==> src/design/ttbc_pkg.sv <==
`timescale 1ns / 1ps
// ----------------------------------------------------------------------------
// ttbc_pkg
// Shared types, constants and code tables for the tick timers and button
// classifier.
// ----------------------------------------------------------------------------
package ttbc_pkg;

    // Operation codes of an input item
    typedef enum logic [2:0] {
        OP_TICK         = 3'd0,
        OP_LOAD_SENSOR  = 3'd1,
        OP_LOAD_SCROLL  = 3'd2,
        OP_START_BEEPER = 3'd3,
        OP_START_ALARM  = 3'd4,
        OP_READ_COMMAND = 3'd5
    } t_op;

    // Configuration register indexes
    localparam logic [1:0] REG_TICKS_PER_SECOND = 2'd0;
    localparam logic [1:0] REG_SHORT_PRESS      = 2'd1;
    localparam logic [1:0] REG_LONG_PRESS       = 2'd2;

    // Register reset values
    localparam logic [7:0]  TPS_RESET   = 8'd250;
    localparam logic [14:0] SHORT_RESET = 15'd5;
    localparam logic [14:0] LONG_RESET  = 15'd150;

    // Command codes
    localparam logic [3:0] CMD_NONE     = 4'd0;
    localparam logic [3:0] CMD_SHORT_B1 = 4'd1;
    localparam logic [3:0] CMD_SHORT_B2 = 4'd2;
    localparam logic [3:0] CMD_SHORT_B3 = 4'd3;
    localparam logic [3:0] CMD_LONG_B1  = 4'd4;
    localparam logic [3:0] CMD_LONG_B2  = 4'd5;
    localparam logic [3:0] CMD_LONG_B3  = 4'd6;
    localparam logic [3:0] CMD_LONG_B12 = 4'd7;
    localparam logic [3:0] CMD_LONG_B23 = 4'd8;
    localparam logic [3:0] CMD_LONG_B13 = 4'd9;

    // Button patterns
    localparam logic [2:0] PAT_B1  = 3'b001;
    localparam logic [2:0] PAT_B2  = 3'b010;
    localparam logic [2:0] PAT_B3  = 3'b100;
    localparam logic [2:0] PAT_B12 = 3'b011;
    localparam logic [2:0] PAT_B23 = 3'b110;
    localparam logic [2:0] PAT_B13 = 3'b101;

    // Timer constants
    localparam logic [14:0] HOLD_MAX     = 15'h7FFF;
    localparam logic [5:0]  ALARM_SEC_MAX = 6'd59;
    localparam logic [7:0]  BEEP_MASK    = 8'h0E;
    localparam logic [7:0]  BEEP_LIMIT   = 8'd8;

    // One accepted item as seen by the update logic
    typedef struct packed {
        logic       fire;
        logic [2:0] op;
        logic [2:0] buttons;
        logic [7:0] load_value;
    } t_step;

    // Timer side of a result
    typedef struct packed {
        logic       beeper_on;
        logic [7:0] sensor_count;
        logic [7:0] scroll_count;
    } t_timer_result;

    function automatic logic [3:0] long_code(input logic [2:0] pat);
        logic [3:0] code;
        case (pat)
            PAT_B1:  code = CMD_LONG_B1;
            PAT_B2:  code = CMD_LONG_B2;
            PAT_B3:  code = CMD_LONG_B3;
            PAT_B12: code = CMD_LONG_B12;
            PAT_B23: code = CMD_LONG_B23;
            PAT_B13: code = CMD_LONG_B13;
            default: code = CMD_NONE;
        endcase
        return code;
    endfunction

    function automatic logic [3:0] short_code(input logic [2:0] pat);
        logic [3:0] code;
        case (pat)
            PAT_B1:  code = CMD_SHORT_B1;
            PAT_B2:  code = CMD_SHORT_B2;
            PAT_B3:  code = CMD_SHORT_B3;
            default: code = CMD_NONE;
        endcase
        return code;
    endfunction

endpackage

==> src/design/ttbc_button.sv <==
`timescale 1ns / 1ps
// ----------------------------------------------------------------------------
// ttbc_button
// Hold counter, press classification and command mailbox.
// ----------------------------------------------------------------------------
module ttbc_button (
    input  logic              i_clk,
    input  logic              i_rst_n,
    input  ttbc_pkg::t_step   i_step,
    input  logic [14:0]       i_short_press,
    input  logic [14:0]       i_long_press,
    output logic [3:0]        o_command
);
    import ttbc_pkg::*;

    logic [14:0] r_hold, n_hold;
    logic [2:0]  r_last, n_last;
    logic [3:0]  r_mbox, n_mbox;
    logic [14:0] hold_inc;

    assign hold_inc = r_hold + 15'd1;

    // Next state and result command
    always_comb begin
        n_hold    = r_hold;
        n_last    = r_last;
        n_mbox    = r_mbox;
        o_command = CMD_NONE;
        case (i_step.op)
            OP_TICK: begin
                if (i_step.buttons != 3'd0) begin
                    if (i_step.buttons == r_last) begin
                        if (r_hold != HOLD_MAX) begin
                            n_hold = hold_inc;
                            // long press fires only when stepping onto threshold
                            if (hold_inc == i_long_press && long_code(r_last) != CMD_NONE) begin
                                n_mbox = long_code(r_last);
                            end
                        end
                    end else begin
                        // pattern change keeps the count
                        n_last = i_step.buttons;
                    end
                end else begin
                    // release
                    if (r_hold > i_short_press && r_hold < i_long_press &&
                        short_code(r_last) != CMD_NONE) begin
                        n_mbox = short_code(r_last);
                    end
                    n_hold = '0;
                end
            end
            OP_READ_COMMAND: begin
                o_command = r_mbox;
                n_mbox    = CMD_NONE;
            end
            default: begin
            end
        endcase
    end

    always_ff @(posedge i_clk) begin
        if (!i_rst_n) begin
            r_hold <= '0;
            r_last <= '0;
            r_mbox <= CMD_NONE;
        end else if (i_step.fire) begin
            r_hold <= n_hold;
            r_last <= n_last;
            r_mbox <= n_mbox;
        end
    end

endmodule

==> src/design/ttbc_timers.sv <==
`timescale 1ns / 1ps
// ----------------------------------------------------------------------------
// ttbc_timers
// Second prescaler, sensor and scroll countdowns, alarm and beeper pattern.
// ----------------------------------------------------------------------------
module ttbc_timers (
    input  logic                    i_clk,
    input  logic                    i_rst_n,
    input  ttbc_pkg::t_step         i_step,
    input  logic [7:0]              i_ticks_per_second,
    output ttbc_pkg::t_timer_result o_result
);
    import ttbc_pkg::*;

    logic [7:0] r_pres, n_pres;
    logic [7:0] r_sensor, n_sensor;
    logic [7:0] r_scroll, n_scroll;
    logic [5:0] r_alarm_sec, n_alarm_sec;
    logic [7:0] r_alarm_min, n_alarm_min;
    logic [7:0] r_beep, n_beep;
    logic       r_pin_high, n_pin_high;
    logic       sec_event;

    assign sec_event = (r_pres == 8'd0);

    // Next state
    always_comb begin
        n_pres      = r_pres;
        n_sensor    = r_sensor;
        n_scroll    = r_scroll;
        n_alarm_sec = r_alarm_sec;
        n_alarm_min = r_alarm_min;
        n_beep      = r_beep;
        n_pin_high  = r_pin_high;
        case (i_step.op)
            OP_TICK: begin
                // prescaler and once-a-second countdowns
                if (!sec_event) begin
                    n_pres = r_pres - 8'd1;
                end else begin
                    n_pres = i_ticks_per_second;
                    if (r_sensor != 8'd0) n_sensor = r_sensor - 8'd1;
                    if (r_scroll != 8'd0) n_scroll = r_scroll - 8'd1;
                    if (r_alarm_sec != 6'd0) begin
                        n_alarm_sec = r_alarm_sec - 6'd1;
                    end else if (r_alarm_min != 8'd0) begin
                        n_alarm_min = r_alarm_min - 8'd1;
                        n_alarm_sec = ALARM_SEC_MAX;
                    end
                end
                // beep pattern reloads while the alarm runs
                if (r_beep != 8'd0) begin
                    n_beep = r_beep - 8'd1;
                end else if (n_alarm_sec != 6'd0 || n_alarm_min != 8'd0) begin
                    n_beep = i_ticks_per_second;
                end
                // pin: low in first half of second during the beep window, sticky
                if ((n_beep & BEEP_MASK) > BEEP_LIMIT) begin
                    if (n_pres > (i_ticks_per_second >> 1)) n_pin_high = 1'b0;
                end else begin
                    n_pin_high = 1'b1;
                end
            end
            OP_LOAD_SENSOR: n_sensor = i_step.load_value;
            OP_LOAD_SCROLL: n_scroll = i_step.load_value;
            OP_START_BEEPER: begin
                n_beep      = i_step.load_value;
                n_pres      = i_ticks_per_second;
                n_alarm_sec = '0;
                n_alarm_min = '0;
            end
            OP_START_ALARM: n_alarm_min = i_step.load_value;
            default: begin
            end
        endcase
    end

    assign o_result.beeper_on    = ~n_pin_high;
    assign o_result.sensor_count = n_sensor;
    assign o_result.scroll_count = n_scroll;

    always_ff @(posedge i_clk) begin
        if (!i_rst_n) begin
            r_pres      <= TPS_RESET;
            r_sensor    <= '0;
            r_scroll    <= '0;
            r_alarm_sec <= '0;
            r_alarm_min <= '0;
            r_beep      <= '0;
            r_pin_high  <= 1'b1;
        end else if (i_step.fire) begin
            r_pres      <= n_pres;
            r_sensor    <= n_sensor;
            r_scroll    <= n_scroll;
            r_alarm_sec <= n_alarm_sec;
            r_alarm_min <= n_alarm_min;
            r_beep      <= n_beep;
            r_pin_high  <= n_pin_high;
        end
    end

endmodule

==> src/design/tick_timers_and_button_classifier.sv <==
`timescale 1ns / 1ps
// ----------------------------------------------------------------------------
// tick_timers_and_button_classifier
// Button press classifier and tick driven timers behind an input register
// and a result register.
//
//   channel | direction | handshake             | payload
//   --------+-----------+-----------------------+-----------------------------
//   in      | in        | i_in_valid/o_in_ready | operation, buttons, load_value
//   out     | out       | o_out_valid/i_out_ready | command, beeper_on,
//           |           |                       | sensor_count, scroll_count
//   cfg     | in        | i_cfg_valid/o_cfg_ready | cfg_index, cfg_data
//
// One item per cycle sustained while the output is not stalled.
// State updates happen as the item moves from the input register to the
// result register, in one pass of counter logic.
// Reset (synchronous, active low) empties both registers and restores
// all timers, the mailbox and the configuration registers.
// A stalled output holds its result; the input register still takes an
// item while empty, then waits. Configuration writes are always taken.
// ----------------------------------------------------------------------------
module tick_timers_and_button_classifier (
    input  logic        i_clk,
    input  logic        i_rst_n,
    // input channel
    input  logic        i_in_valid,
    output logic        o_in_ready,
    input  logic [2:0]  i_operation,
    input  logic [2:0]  i_buttons,
    input  logic [7:0]  i_load_value,
    // result channel
    output logic        o_out_valid,
    input  logic        i_out_ready,
    output logic [3:0]  o_command,
    output logic        o_beeper_on,
    output logic [7:0]  o_sensor_count,
    output logic [7:0]  o_scroll_count,
    // configuration channel
    input  logic        i_cfg_valid,
    output logic        o_cfg_ready,
    input  logic [1:0]  i_cfg_index,
    input  logic [14:0] i_cfg_data
);
    import ttbc_pkg::*;

    logic          r_in_valid;
    logic [2:0]    r_in_op;
    logic [2:0]    r_in_buttons;
    logic [7:0]    r_in_load;
    logic          r_out_valid;
    logic [3:0]    r_out_command;
    logic          r_out_beeper;
    logic [7:0]    r_out_sensor;
    logic [7:0]    r_out_scroll;
    logic [7:0]    r_tps;
    logic [14:0]   r_short;
    logic [14:0]   r_long;
    logic          out_free;
    logic          advance;
    t_step         step;
    t_timer_result timer_res;
    logic [3:0]    command;

    // Handshake control
    assign out_free    = !r_out_valid || i_out_ready;
    assign advance     = r_in_valid && out_free;
    assign o_in_ready  = !r_in_valid || out_free;
    assign o_cfg_ready = 1'b1;

    assign step.fire       = advance;
    assign step.op         = r_in_op;
    assign step.buttons    = r_in_buttons;
    assign step.load_value = r_in_load;

    // Configuration registers
    always_ff @(posedge i_clk) begin
        if (!i_rst_n) begin
            r_tps   <= TPS_RESET;
            r_short <= SHORT_RESET;
            r_long  <= LONG_RESET;
        end else if (i_cfg_valid) begin
            case (i_cfg_index)
                REG_TICKS_PER_SECOND: r_tps   <= i_cfg_data[7:0];
                REG_SHORT_PRESS:      r_short <= i_cfg_data;
                REG_LONG_PRESS:       r_long  <= i_cfg_data;
                default: begin
                end
            endcase
        end
    end

    // Input register
    always_ff @(posedge i_clk) begin
        if (!i_rst_n) begin
            r_in_valid <= 1'b0;
        end else if (o_in_ready) begin
            r_in_valid <= i_in_valid;
        end
    end

    always_ff @(posedge i_clk) begin
        if (i_in_valid && o_in_ready) begin
            r_in_op      <= i_operation;
            r_in_buttons <= i_buttons;
            r_in_load    <= i_load_value;
        end
    end

    ttbc_button u_button (
        .i_clk         (i_clk),
        .i_rst_n       (i_rst_n),
        .i_step        (step),
        .i_short_press (r_short),
        .i_long_press  (r_long),
        .o_command     (command)
    );

    ttbc_timers u_timers (
        .i_clk              (i_clk),
        .i_rst_n            (i_rst_n),
        .i_step             (step),
        .i_ticks_per_second (r_tps),
        .o_result           (timer_res)
    );

    // Result register
    always_ff @(posedge i_clk) begin
        if (!i_rst_n) begin
            r_out_valid <= 1'b0;
        end else if (out_free) begin
            r_out_valid <= r_in_valid;
        end
    end

    always_ff @(posedge i_clk) begin
        if (advance) begin
            r_out_command <= command;
            r_out_beeper  <= timer_res.beeper_on;
            r_out_sensor  <= timer_res.sensor_count;
            r_out_scroll  <= timer_res.scroll_count;
        end
    end

    assign o_out_valid    = r_out_valid;
    assign o_command      = r_out_command;
    assign o_beeper_on    = r_out_beeper;
    assign o_sensor_count = r_out_sensor;
    assign o_scroll_count = r_out_scroll;

endmodule

==> config.mk <==
export PLATFORM = sky130hd
export DESIGN_NAME = tick_timers_and_button_classifier
export DESIGN_NICKNAME = d
export VERILOG_FILES = /design/src/design/ttbc_pkg.sv /design/src/design/ttbc_button.sv /design/src/design/ttbc_timers.sv /design/src/design/tick_timers_and_button_classifier.sv
export SDC_FILE = /design/constraint.sdc
export NUM_CORES = 1
export LEC_CHECK = 0
export ABC_AREA = 1
export BUFFER_PORTS_ARGS = -buffer_cell sky130_fd_sc_hd__buf_4
export CAP_MARGIN = 30
export CORE_ASPECT_RATIO = 0.6
export CORE_MARGIN = 2
export CORE_UTILIZATION = 45
export DETAILED_ROUTE_END_ITERATION = 16
export GPL_ROUTABILITY_DRIVEN = 0
export HOLD_SLACK_MARGIN = 0.08
export PLACE_DENSITY_LB_ADDON = 0.1
export REMOVE_ABC_BUFFERS = 1
export SYNTH_ARGS = -nofsm -noshare
export SYNTH_HDL_FRONTEND = slang
export SYNTH_SLANG_ARGS = --single-unit
==> constraint.sdc <==
create_clock -name i_clk -period 2.8 [get_ports i_clk]
set_input_delay 0 -clock i_clk [delete_from_list [all_inputs] [get_ports i_clk]]
set_output_delay 0 -clock i_clk [all_outputs]
set_load 0.01 [all_outputs]
* After elaboration in Yosys (flattened, before gate mapping)
Cells that the tools add are included.
W data, S select, Z words.
** Word-level totals
- Register bits after elaboration :: 144
- Word-level logic and storage cells :: 137
- Input bits :: 36
- Output and inout bits :: 24
** Operators by class
- Multiplexer cells :: 43
- Equal/unequal tests :: 23
- Order comparisons :: 4
- Add/sub/neg operators :: 7
- Reduce and logical (&&, ||, !) cells :: 35
- Bitwise logic cells :: 2
** Operators with widths (count)
- $mux W8 :: 13
- $pmux W8 S2 :: 4
- $mux W15 :: 3
- $mux W4 :: 11
- $reduce_bool A8 Y1 :: 5
- $sub A8 B1 Y8 const B :: 5
- $mux W6 :: 4
- $pmux W4 S6 :: 1
- $pmux W8 S3 :: 1
- $add A15 B1 Y15 const B :: 1
- $eq A15 B15 Y1 :: 1
- $eq A3 B3 Y1 const B :: 5
- $gt A15 B15 Y1 :: 1
- $lt A15 B15 Y1 :: 1
- $ne A15 B15 Y1 const B :: 1
- $eq A3 B2 Y1 const B :: 4
- $pmux W6 S2 :: 1
- $reduce_bool A6 Y1 :: 2
- $reduce_and A2 Y1 :: 5
- $ne A3 B3 Y1 const B :: 3
- $gt A8 B7 Y1 :: 1
- $logic_not A8 Y1 :: 1
- $pmux W4 S2 :: 1
- $reduce_and A4 Y1 :: 2
- 21 further kinds :: 37

* Depth between registers and ports, before layout
Gate-level depths: netlist of run 1.
- Depth in word-level cells :: 14
- Gate-level depth with buffers :: 21

* Hierarchy
A second synthesis of run 1 with hierarchy kept.
** Second synthesis, totals
- Cells, all modules :: 1343
- Area total of the unflattened synthesis :: 9147.5 um^2
** By module, submodules not included
- ttbc_timers :: area an instance 3911.3 um^2, times used 1, cells an instance 639
- tick_timers_and_button_classifier :: area an instance 2710.1 um^2, times used 1, cells an instance 275
- ttbc_button :: area an instance 2526.2 um^2, times used 1, cells an instance 429

* Worst setup path before layout of run 1
Ideal clock, no wire load.
- Path kind :: reg2reg
- Start :: register u_timers.r_pres[0]
- End :: register r_out_beeper (netlist: o_beeper_on), data pin
- Stages on the path, launching flop included :: 20
- Path buffers :: 3
- Setup slack :: 0.052 ns
- Data required time :: 2.669 ns
- Data arrival time :: 2.617 ns
- Cell sequence :: dfxtp_1 -> inv_1 -> ha_1 -> nand2_2 -> nor2_8 -> buf_12 -> buf_8 -> buf_2 -> o21ai_0 -> ha_1 -> inv_1 -> nor2_1 -> nor2_1 -> o21a_1 -> o21ai_0 -> a21oi_1 -> o211a_1 -> nor2_1 -> nand3_1 -> nand2_1
** RTL lines
- start: declaration :: RTL line ttbc_timers.sv:15 : logic [7:0] r_pres, n_pres;
- start signal: assignment :: RTL line ttbc_timers.sv:92 : r_pres <= n_pres;
- end signal: assignment :: RTL line tick_timers_and_button_classifier.sv:138 : r_out_beeper <= timer_res.beeper_on;
- end: declaration :: RTL line tick_timers_and_button_classifier.sv:52 : logic r_out_beeper;

==> run_results.csv, run 1 <==
group,metric,value,unit
timing,tightestPinTransition,0.7669,ns
pwr,leakagePower,4.635,nW
worst_setup_path,reg2reg_slack,0.13,ns
grt,grt_start_max_net_pins,57,
synthesis,synth_area,0.008602,mm²
clock_tree,clock_sinks,144,
clock_tree,h-tree-depth,4,
synthesis,ys_warn_count,0,
synthesis,synthTopCellsByArea,"dfxtp_1, edfxtp_1, nand2_1, a21oi_1, ha_1",
timing,relSlewSlack,0.4882,
place,dp_hpwl,17.60,mm
synthesis,synth_top_cell_area_share,0.2537,
pwr,p_sw,1.596,mW
worst_setup_path,cp-start-kind,"register",
grt,grt_pass1_vias,7191,
min_path,hp-class,"input port to register",
cells_and_area,nFillCells,1767,
cells_and_area,num-nets-final,1352,
cells_and_area,n_antenna_cell,0,
pwr,clock_power_share,0.450,
detailed_routing,drc,0,
timing,hold_viol_final,0,
min_path,hold_end,"r_in_load[4]",
floorplanning,start_util,0.4555,
pwr,power_frac_seq,0.408,
grt,grt_use_total,0.2499,
detailed_routing,dr.pass1.iters,6,
timing,setup_violations,0,
floorplanning,core_area,0.01888,mm²
cells_and_area,fin_cells,1527,
synthesis,synth_seq_cells,144,
pwr,finalPower,5.658,mW
pwr,vdd_drop_max,434.7,µV
floorplanning,dieArea,0.02027,mm²
pwr,p_comb_frac,0.141,
cells_and_area,synthToLayoutAreaGrowth,21.34,%
synthesis,synthCells,1162,
floorplanning,rows,39,
pwr,intPower,4.062,mW
place,dpl.cell_count,1452,
clock_tree,cts_tree,"done",
worst_setup_path,critPathCaptureType,"register",
grt,overflow,0,
grt,antenna_found_initial,0,
cells_and_area,drive_gt1_frac,0.1272,
worst_setup_path,crit_arrival,2.99,ns
worst_setup_path,timing.rr.end,"o_beeper_on",
place,place_area,0.009350,mm²
worst_setup_path,reg2reg_depth,17,
timing,fmax,374.7,MHz
worst_setup_path,critical_path_class,"register to register",
worst_setup_path,crit_fanout,5,
synthesis,avgSynthCellArea,7.403,µm²
timing,drv_slew,0,
synthesis,seq_area_frac_synth,0.3759,
timing,final.period_utilization,0.9533,
clock_tree,clk_pin_slew,0.07,ns
synthesis,synth-async-reset-ratio,0,
synthesis,yosys.area.top_type,"dfxtp_1",
min_path,hold_path_depth,2,
run_status,outcome,"finished clean",
detailed_routing,drtIter0Drc,802,
pwr,power_density,542.0,mW/mm²
worst_setup_path,cp.required,3.12,ns
detailed_routing,vias,8114,
detailed_routing,wire_per_inst,16.02,µm
synthesis,synthFlopType,"dfxtp_1",
cells_and_area,fin_area,0.01044,mm²
clock_tree,clockBufferDepth,2,
detailed_routing,wl,24.46,mm
timing,finalCriticalPeriod,2.669,ns
floorplanning,die_w,182.5,µm
grt,grt_pass1_wl,39.53,mm
clock_tree,worstSkewPairLatency,0.45,ns
flow_run,drv_cap,0,
place,preCtsSetupSlack,0.08521,ns
synthesis,synth_edf_count,35,
min_path,holdCritStartpoint,"i_load_value[4]",
floorplanning,chipHeight,111.1,µm
clock_tree,clockRootBuffer,"clkbuf_16",
pwr,swShare,0.2820,
detailed_routing,antenna_left,0,
worst_setup_path,reg2reg_from,"u_timers.r_pres[1]",
floorplanning,ios,60,
place,numPortBuffers,58,
synthesis,synth_cell_types,56,
clock_tree,cts_inserted_buffers,17,
detailed_routing,vias_per_cell,5.314,
timing,hold_slack,0.2802,ns
timing,setup_ws,0.1308,ns
timing,fin_skew,0.01681,ns
worst max path at each step:
stage	from	endpoint	slack [ns]	cells past startpoint
global route	u_timers.r_pres[0]	o_beeper_on	-0.01	16
finish	u_timers.r_pres[1]	o_beeper_on	0.13	17
CTS	u_timers.r_pres[1]	o_beeper_on	0.007	16
global placement	u_timers.r_pres[1]	o_beeper_on	0.18	16
floorplan	u_timers.r_pres[0]	o_beeper_on	-0.05	16
detailed placement	u_timers.r_pres[1]	o_beeper_on	0.09	16
placed cells by master, fill, tap and decap left out, types with 3 or more instances in the layout:
master / count
a211oi_1: 9
a21oi_1: 125
a221oi_1: 8
a22oi_1: 7
a2bb2oi_1: 3
a31oi_1: 7
buf_4: 83
bufinv_16: 4
clkbuf_16: 17
clkinv_4: 3
dfxtp_1: 109
dlygate4sd3_1: 39
edfxtp_1: 35
ha_1: 46
inv_1: 153
inv_2: 7
inv_6: 5
nand2_1: 202
nand2_2: 3
nand2_4: 3
nand3_1: 80
nand3_4: 3
nand4_1: 31
nor2_1: 98
nor2_2: 7
nor2_4: 4
nor3_1: 14
o211ai_1: 17
o21ai_0: 86
o21ai_1: 6
o221ai_1: 3
or2_2: 6
or3_1: 3
xnor2_1: 7
xor2_1: 15
cell type report:
cell class	instances	area [µm²]	area share
Timing Repair Buffer	125	1069	0.1024
Sequential cell	144	3233	0.3098
Multi-Input combinational cell	818	4571	0.4379
Clock buffer	17	425.4	0.04076
Inverter	162	611.8	0.05862
Tap cell	246	307.8	0.02949
Clock inverter	15	220.2	0.02110
timing repair:
item,CTS,global route
hold buffers,39,0
setup endpoints to repair,0,13
hold endpoints to repair,62,0
buffers inserted,0,4
resized for setup,0,6
flip-flops by register name (all words and copies together) (netlist names), 4 cells and up, named ones only:
signal and count:
r_tps 8, u_button.r_mbox 4, o_sensor_count 8, o_command 4, u_timers.r_alarm_sec 6, u_timers.r_alarm_min 8
u_timers.r_beep 8, u_timers.r_pres 8, r_in_load 8, u_timers.r_sensor 8, r_short 15, u_button.r_hold 15
u_timers.r_scroll 8, o_scroll_count 8, r_long 15
cells in the mapped netlist (7+ instances only):
cell type and n:
dfxtp_1 109, xor2_1 15, nor2_1 98, nor3_1 14, nand4_1 31, ha_1 48, inv_1 154, o21ai_0 86
a21oi_1 125, nand3_1 80, nor2_2 7, a22oi_1 7, xnor2_1 7, inv_2 7, o211ai_1 17, clkbuf_1 24
a211oi_1 9, nand2_1 202, a221oi_1 8, edfxtp_1 35, a31oi_1 7
per-stage QoR:
stage | TNS [ns] | util
detailed placement | 0 | 0.4951
floorplan | -0.09584 | -
global route | -0.01532 | 0.5527
CTS | 0 | 0.5500
global placement | 0 | 0.4941
finish | 0 | 0.5527
cell families after synthesis:
family	Yosys count	synth area share
flip-flops	144	0.3759
AND/OR/NAND/NOR	463	0.2490
XOR/XNOR	22	0.02240
AO/OA/AOI/OAI	284	0.1885
adder cells (fa/ha/maj)	48	0.06982
buffers and inverters	200	0.09396
other	1	0.0004359
power by group through the flow:
stage               Combinational (mW)  Sequential [mW]  Clock (mW)
floorplan                        0.486             2.33           0
global placement                 0.737             2.36           0
detailed placement               0.741             2.35           0
CTS                              0.790             2.31        2.59
global route                     0.901             2.32        2.68
finish                           0.799             2.31        2.55
metal layers:
layer	share of wire	up-vias	GRT usage	routed length, µm
met1	0.54	3626	0.4133	13220
met2	0.36	307	0.3100	8888
met3	0.084	24	0.05289	2048
met5	0	-	0	0
li1	-	4157	-	-
met4	0.012	0	0.07151	298
worst max-delay path, stage by stage (launching register included):
cell	delay, ns
dfxtp_1	0.31
inv_1	0.09
ha_2	0.24
nand2_4	0.10
nor2_8	0.14
buf_4	0.14
o21ai_0	0.11
ha_1	0.30
inv_1	0.06
nor2_1	0.08
nor2_1	0.06
o21a_1	0.16
o21ai_0	0.14
a21oi_1	0.09
o211a_1	0.22
nor2_1	0.14
nand3_1	0.10
nand2_1	0.06
Note: power is estimated with default switching activity, not from simulation.
==> run 2, diff against run 1 <==
--- a/config.mk
+++ b/config.mk
@@ -7,5 +7,5 @@
 export LEC_CHECK = 0
 export ABC_AREA = 1
-export BUFFER_PORTS_ARGS = -buffer_cell sky130_fd_sc_hd__buf_4
+export BUFFER_PORTS_ARGS = -buffer_cell sky130_fd_sc_hd__buf_2
 export CAP_MARGIN = 30
 export CORE_ASPECT_RATIO = 0.6
==> constraint.sdc (replaced) <==
create_clock -name i_clk -period 2.8 [get_ports i_clk]
set_input_delay 0.56 -clock i_clk [delete_from_list [all_inputs] [get_ports i_clk]]
set_output_delay 0.56 -clock i_clk [all_outputs]
set_load 0.01 [all_outputs]
==> run_results.csv, run 2 (synthesis gave the netlist of run 1 again) <==
group,metric,value,unit
detailed_routing,vias,8152,
detailed_routing,wire_per_inst,16.29,µm
floorplanning,ios,60,
floorplanning,die_w,182.5,µm
grt,use_met2,0.3095,
pwr,p_comb_frac,0.135,
cells_and_area,num-nets-final,1312,
clock_tree,clock_sinks,144,
detailed_routing,dr.pass1.iters,6,
pwr,vdd_drop_max,437.1,µV
floorplanning,start_util,0.4555,
place,dp_hpwl,17.81,mm
floorplanning,chipHeight,111.1,µm
timing,setup_violations,0,
pwr,power_density,553.5,mW/mm²
clock_tree,clockRootBuffer,"clkbuf_16",
worst_setup_path,cp-start-kind,"register",
detailed_routing,drtIter0Drc,821,
detailed_routing,drc,0,
clock_tree,clk_pin_slew,0.07,ns
worst_setup_path,critical_path_class,"register to register",
clock_tree,cts_inserted_buffers,17,
grt,grt_pass1_vias,7236,
timing,finalCriticalPeriod,2.572,ns
clock_tree,clockBufferDepth,2,
timing,fin_skew,0.01159,ns
clock_tree,worstSkewPairLatency,0.44,ns
grt,antenna_found_initial,0,
min_path,hp-class,"input port to register",
cells_and_area,utilization,0.5212,
worst_setup_path,critPathCaptureType,"register",
pwr,swShare,0.2843,
grt,grt_start_max_net_pins,57,
timing,drv_slew,0,
place,numPortBuffers,58,
cells_and_area,final_common_cell,"nand2_1",
grt,use_met3,0.05223,
pwr,finalPower,5.447,mW
pwr,intPower,3.898,mW
cells_and_area,synthToLayoutAreaGrowth,14.41,%
timing,final.period_utilization,0.9187,
pwr,p_sw,1.549,mW
cells_and_area,fin_cells,1487,
place,dpl.cell_count,1453,
grt,grt_use_total,0.2473,
cells_and_area,drive_gt1_frac,0.1305,
timing,hold_viol_final,0,
clock_tree,cts_tree,"done",
run_status,outcome,"finished clean",
grt,use_met1,0.4082,
grt,overflow,0,
grt,grt_pass1_wl,39.45,mm
detailed_routing,antenna_left,0,
cells_and_area,final_cell_mix,"nand2_1, inv_1, a21oi_1, dfxtp_1, nor2_1",
detailed_routing,vias_per_cell,5.482,
worst_setup_path,crit_fanout,10,
floorplanning,dieArea,0.02027,mm²
timing,relSlewSlack,0.4716,
detailed_routing,wl,24.23,mm
clock_tree,h-tree-depth,4,
floorplanning,core_area,0.01888,mm²
worst_setup_path,cp.required,3.00,ns
flow_run,drv_cap,0,
pwr,clock_power_share,0.441,
floorplanning,rows,39,
timing,fin_setup_tns,0,ns
pwr,power_frac_seq,0.424,
timing,fmax,388.8,MHz
pwr,leakagePower,4.379,nW
cells_and_area,n_antenna_cell,0,
grt,busiest_layer,"met1",
cells_and_area,reg_top3,"r_long (15), r_short (15), u_button.r_hold (15)",
worst_setup_path,crit_arrival,2.77,ns
timing,tightestPinTransition,0.7917,ns
## run 2: changes by cell type in the layout (fill, tap and decap cells not counted), sizes merged
| cell | delta |
|---|---|
| nor2 | +1 |
| clkbuf | +1 |
| clkinvlp | +1 |
| bufinv | -1 |
| buf | -2 |
| inv | -2 |
| dlygate4sd3 | -39 |
| clkinv | +1 |
## run 2: power groups by stage
stage / combinational (mW) / clock [mW] / sequential, mW
global route: 0.836 / 2.53 / 2.32
floorplan: 0.486 / 0 / 2.33
detailed placement: 0.719 / 0 / 2.35
finish: 0.735 / 2.40 / 2.31
CTS: 0.724 / 2.43 / 2.31
global placement: 0.716 / 0 / 2.35
## run 2: routing by layer
layer	vias to the layer above	routed length [µm]
met5	-	0
met4	0	335
met3	28	1812
met2	294	8726
met1	3735	13350
li1	4095	-
## run 2: final cells by class
type | instances | area [µm²]
Tap cell | 246 | 307.8
Multi-Input combinational cell | 819 | 4587
Fill cell | 1875 | 9042
Timing Repair Buffer | 84 | 498.0
Sequential cell | 144 | 3233
Clock inverter | 14 | 178.9
Inverter | 162 | 608.1
Clock buffer | 18 | 429.2
## run 2: timing repair
item	4_1_cts	5_1_grt
gates resized for setup	0	6
endpoints found under the setup margin	0	2
setup buffers	0	3
hold buffers	0	0
## run 2: stage by stage
| stage | hold slack [ns] | instance area (µm²) | setup WS (ns) |
|---|---|---|---|
| after CTS | 0.2798 | 9808 | 0.1305 |
| after global placement | 0.4534 | 9193 | 0.2262 |
| final | 0.2964 | 9842 | 0.2278 |
| after detailed placement | 0.4554 | 9200 | 0.1460 |
| after global routing | 0.2811 | 9842 | -0.005768 |
| after floorplan | 0.4347 | 8402 | -0.08076 |
## run 2: path summary, 6_finish.rpt
| check | start | endpoint | slack, ns | cells past startpoint |
|---|---|---|---|---|
| worst max-delay path | u_timers.r_alarm_sec[0] | o_beeper_on | 0.23 | 17 |
| worst min-delay path | i_operation[1] | r_in_op[1] | 0.30 | 1 |
| worst max register to register | u_timers.r_alarm_sec[0] | o_beeper_on | 0.23 | 17 |
| worst min register to register | r_short[6] | r_short[6] | 0.46 | 2 |
## run 2: critical path, cell delays in order, from the launching register on
cell and delay [ns]:
dfxtp_1 0.33, inv_1 0.14, ha_2 0.27, nand2_4 0.09, nor2_8 0.21, nand2_4 0.08, nand2_2 0.09, nand2_1 0.06
o21ai_1 0.12, nand2_1 0.13, nor2_2 0.17, nand3_4 0.16, nand2_1 0.09, nand2_1 0.05, nand2_1 0.09, nand3_1 0.11
nand3_1 0.10, nand2_1 0.05
